[src/rtl/core/lbc_fifo.sv]
// Short word queue between the front and the back of the convolution block.
// Depends on nothing but its parameters.
module lbc_fifo #(
    parameter int WIDTH = 8,
    parameter int DEPTH = 8
) (
    input  logic                       i_clk,
    input  logic                       i_rst_n,
    input  logic                       i_push,
    input  logic [WIDTH-1:0]           i_din,
    input  logic                       i_pop,
    output logic [WIDTH-1:0]           o_dout,
    output logic                       o_valid,
    output logic [$clog2(DEPTH):0]     o_count
);
    localparam int AW = $clog2(DEPTH);

    logic [WIDTH-1:0] r_mem [DEPTH];
    logic [AW-1:0]    r_wptr, n_wptr;
    logic [AW-1:0]    r_rptr, n_rptr;
    logic [AW:0]      r_count, n_count;
    logic             do_pop;

    assign do_pop  = i_pop && (r_count != '0);
    assign o_valid = (r_count != '0);
    assign o_dout  = r_mem[r_rptr];
    assign o_count = r_count;

    // Pointer and fill bookkeeping.
    always_comb begin
        n_wptr  = r_wptr;
        n_rptr  = r_rptr;
        n_count = r_count;
        if (i_push) begin
            n_wptr = (r_wptr == AW'(DEPTH - 1)) ? '0 : r_wptr + 1'b1;
        end
        if (do_pop) begin
            n_rptr = (r_rptr == AW'(DEPTH - 1)) ? '0 : r_rptr + 1'b1;
        end
        if (i_push && !do_pop) begin
            n_count = r_count + 1'b1;
        end else if (!i_push && do_pop) begin
            n_count = r_count - 1'b1;
        end
    end

    always_ff @(posedge i_clk) begin
        if (!i_rst_n) begin
            r_wptr  <= '0;
            r_rptr  <= '0;
            r_count <= '0;
        end else begin
            r_wptr  <= n_wptr;
            r_rptr  <= n_rptr;
            r_count <= n_count;
        end
    end

    // Storage.
    always_ff @(posedge i_clk) begin
        if (i_push) begin
            r_mem[r_wptr] <= i_din;
        end
    end
endmodule

[config.mk]
export PLATFORM = sky130hd
export DESIGN_NAME = lbc_fifo
export DESIGN_NICKNAME = d
export VERILOG_FILES = /design/src/rtl/core/lbc_fifo.sv
export SDC_FILE = /design/constraint.sdc
export NUM_CORES = 1
export LEC_CHECK = 0
export BUFFER_PORTS_ARGS = -buffer_cell sky130_fd_sc_hd__buf_2
export CORE_UTILIZATION = 45
export CTS_CLUSTER_SIZE = 25
export DETAILED_ROUTE_END_ITERATION = 8
export GPL_TIMING_DRIVEN = 0
export SKIP_CTS_REPAIR_TIMING = 1
export SLEW_MARGIN = 40
export SYNTH_ARGS = -nofsm -noshare
export SYNTH_HDL_FRONTEND = slang
export SYNTH_SLANG_ARGS = --single-unit
[constraint.sdc]
create_clock -name i_clk -period 2.5 [get_ports i_clk]
set_input_delay 0.125 -clock i_clk [delete_from_list [all_inputs] [get_ports i_clk]]
set_output_delay 0.125 -clock i_clk [all_outputs]
set_load 0.01 [all_outputs]
==> impl_metrics.py <==
metrics = {
    "final_layout": {
        "n_fill_cell": 548,
        "post-route-util": 0.5339,
        "syn_to_final_growth_pct": 15.14,
        "final_layout_size_suffix_gt1_frac": 0.3077,
        "nets": 223,
        "n_antenna_cell": 0,
    },
    "synth": {
        "yosys_warnings": 0,
        "synth.most_common_cell": "edfxtp_1",
        "synthCells": 166,
        "synth_fp_nets": 186,
        "synthArstFlopShare": 0,
        "synth_top_cells_by_count": "edfxtp_1, mux4_1, dfxtp_1, nand2_1, mux2_2",
        "avgSynthCellArea_sq_um": 18.87,
        "synth.yosys.seq_area_share": 0.6965,
        "yosysTopAreaCell": "edfxtp_1",
        "synth_ff_type": "edfxtp_1",
        "yosys-top-cells-area": "edfxtp_1, mux4_1, dfxtp_1",
        "synth_top_cell_area_share": 0.6134,
        "synthesis.area_sq_mm": 0.003133,
        "ys_seq_elements": 77,
        "synth_edf_count": 64,
        "synth.distinct_cells": 31,
    },
    "die": {
        "placementRows": 30,
        "die-area_sq_mm": 0.007300,
        "core_area_sq_mm": 0.006756,
        "die_x_microns": 85.44,
        "start_util": 0.4637,
        "fp.dieH_microns": 85.44,
        "ios": 25,
    },
    "pwr": {
        "power.internal_w": 0.002404,
        "clkPwrFrac": 0.297,
        "p_seq_frac": 0.472,
        "switchingPower_w": 0.0008195,
        "combinationalPowerShare": 0.231,
        "swShare": 0.2542,
        "p_leak_nw": 1.267,
        "power-per-cell-area_mw_per_mm2": 893.6,
        "vdd_ir_drop_max_mv": 0.5386,
    },
    "timing": {
        "worst_slack_ns": 0.08264,
        "slew_viol_final": 0,
        "setup_viol": 0,
        "fin_crit_sh": 0.9669,
        "fmax_ghz": 0.4137,
        "fin_hold_ws_ns": 0.05760,
        "finalCriticalPeriod_ns": 2.417,
        "worst_pin_slew_ns": 0.6181,
        "timing.slew.headroom": 0.5879,
        "finalHoldViolCount": 0,
        "finClkSkew_ns": 0.006728,
    },
    "clock_tree": {
        "htreeDepth": 3,
        "cts_tree": "done",
        "clockBufferDepth": 2,
        "cts_made_buffers": 9,
        "clkTransAtPathRegs_ns": 0.07,
        "cts_root_buffer": "clkbuf_8",
        "worstSkewPairLatency_ns": 0.33,
        "cts_sinks": 77,
    },
    "setup_path": {
        "critical_path.startpoint": "o_count[1]",
        "cp-start-kind": "flop",
        "required_ns": 2.76,
        "worst_r2r_endpoint": "o_count[3]",
        "critical_path.top_delay_family": "simple AND/OR/NAND/NOR gates",
        "arrival_ns": 2.68,
        "crit_top_cell": "ha_1",
        "critPathMaxFanout": 5,
        "timing.rr.start": "o_count[1]",
        "crit_type": "flop to flop",
        "crit_chain": "or4_4, nand2_2, ha_1, inv_1, ha_1, a21oi_2, a211oi_1, a31oi_1, mux2i_1",
        "end_kind": "flop",
        "reg2regPathDepth": 9,
        "setup.worst_path.end": "o_count[3]",
        "cp.buffers_inverters": 1,
        "cp.depth": 9,
        "cpMaxStageDelayCell": "or4_4",
        "rrSetupSlack_ns": 0.08,
        "cp_slowest_stage_delay_ns": 0.58,
    },
    "grt": {
        "grt_max_degree": 13,
        "grt_util_all_layers": 0.1637,
        "gr-total-overflow": 0,
        "grt_pass1_wl_mm": 8.521,
        "grt_pass1_vias": 1649,
        "antenna_found_initial": 0,
    },
    "place": {
        "io_buffers": 24,
        "dp_slack_ns": 0.02133,
        "gp_congestion": 0.7645,
        "hpwlAfterDp_mm": 3.734,
    },
    "routing": {
        "met2WireLength_mm": 2.964,
        "ant_nets": 0,
        "highest_layer": "met4",
        "wl_per_cell_microns": 19.39,
        "met3_length_microns": 124,
        "drtIter0Drc": 97,
        "viasPerCell": 5.462,
        "first_pass_iters": 4,
        "wirelength_mm": 5.585,
        "via_count": 1573,
        "drc": 0,
        "met1Wirelength_mm": 2.412,
    },
    "hold_path": {
        "hold_path.class": "input port to flop",
    },
    "job": {
        "maxCapViolations": 0,
    },
    "outcome": {
        "status": "complete, no violations",
    },
}
-- worst min-delay path: stages --
cell      delay [ns]
buf_2           0.10
nand2b_1        0.06
mux2i_1         0.06
-- power groups by stage --
stage	clock network [W]	registers [W]	logic (W)
floorplan	0	0.00155	0.000510
global placement	0	0.00154	0.000691
detailed placement	0	0.00154	0.000736
CTS	0.000981	0.00152	0.000739
global route	0.00103	0.00153	0.000812
finish	0.000958	0.00152	0.000745
-- metal layers --
metal,global-route usage,up-vias
li1,-,737
met1,0.1980,809
met2,0.2887,19
met3,0.03016,8
met4,0.06818,0
met5,0,-
-- state kept, by name, summed over array words and instances (netlist names), named ones only --
name / flops
r_rptr: 3
r_mem: 64
r_wptr: 3
o_count: 4
-- cell type report --
| cell class | instances | area (sq um) | share of cell area |
|---|---|---|---|
| Buffer | 7 | 51.30 | 0.01422 |
| Clock buffer | 10 | 127.6 | 0.03538 |
| Clock inverter | 6 | 77.57 | 0.02151 |
| Inverter | 2 | 7.507 | 0.002081 |
| Multi-Input combinational cell | 80 | 923.4 | 0.2560 |
| Sequential cell | 77 | 2185 | 0.6056 |
| Tap cell | 80 | 100.1 | 0.02775 |
| Timing Repair Buffer | 26 | 135.1 | 0.03746 |
-- stage by stage --
stage / instances / TNS, ns / total power (W) / instance area (sq um)
floorplan: 166 / 0 / 0.002056 / 3133
global placement: 270 / 0 / 0.002227 / 3353
detailed placement: 272 / 0 / 0.002280 / 3393
CTS: 288 / -0.01035 / 0.003237 / 3598
global route: 288 / -0.003208 / 0.003376 / 3607
finish: 288 / 0 / 0.003223 / 3607
-- cell usage in the layout, fill, tap and decap left out, drive strengths merged, types with 3 or more instances in the layout --
master / count
dfxtp: 13
nand2b: 4
buf: 30
and2: 4
mux4: 16
nand2: 10
nor2: 7
mux2: 8
ha: 7
edfxtp: 64
a21boi: 3
clkbuf: 13
mux2i: 3
clkinv: 4
-- kinds of logic (layout without fill, tap and decap cells) --
logic type,Yosys count,count (layout),share of synthesized area
flip-flops,77,77,0.6965
buffers and inverters,9,51,0.01877
adder cells (fa/ha/maj),8,8,0.03434
XOR/XNOR,2,2,0.005592
multiplexers,27,27,0.1713
AND/OR/NAND/NOR,34,34,0.05511
AO/OA/AOI/OAI,9,9,0.01837
-- how the worst min path moves through the flow --
stage	start	end	slack, ns	depth (start not counted)
after CTS	i_rst_n	o_count[3]	0.05	3
after global routing	i_din[3]	r_mem[2][3]	0.06	1
after global placement	i_din[5]	r_mem[4][5]	0.37	1
final	i_rst_n	o_count[3]	0.06	3
after detailed placement	i_din[6]	r_mem[3][6]	0.40	1
after floorplan	i_din[0]	r_mem[0][0]	0.22	0
(Power assumes the default switching activity.)
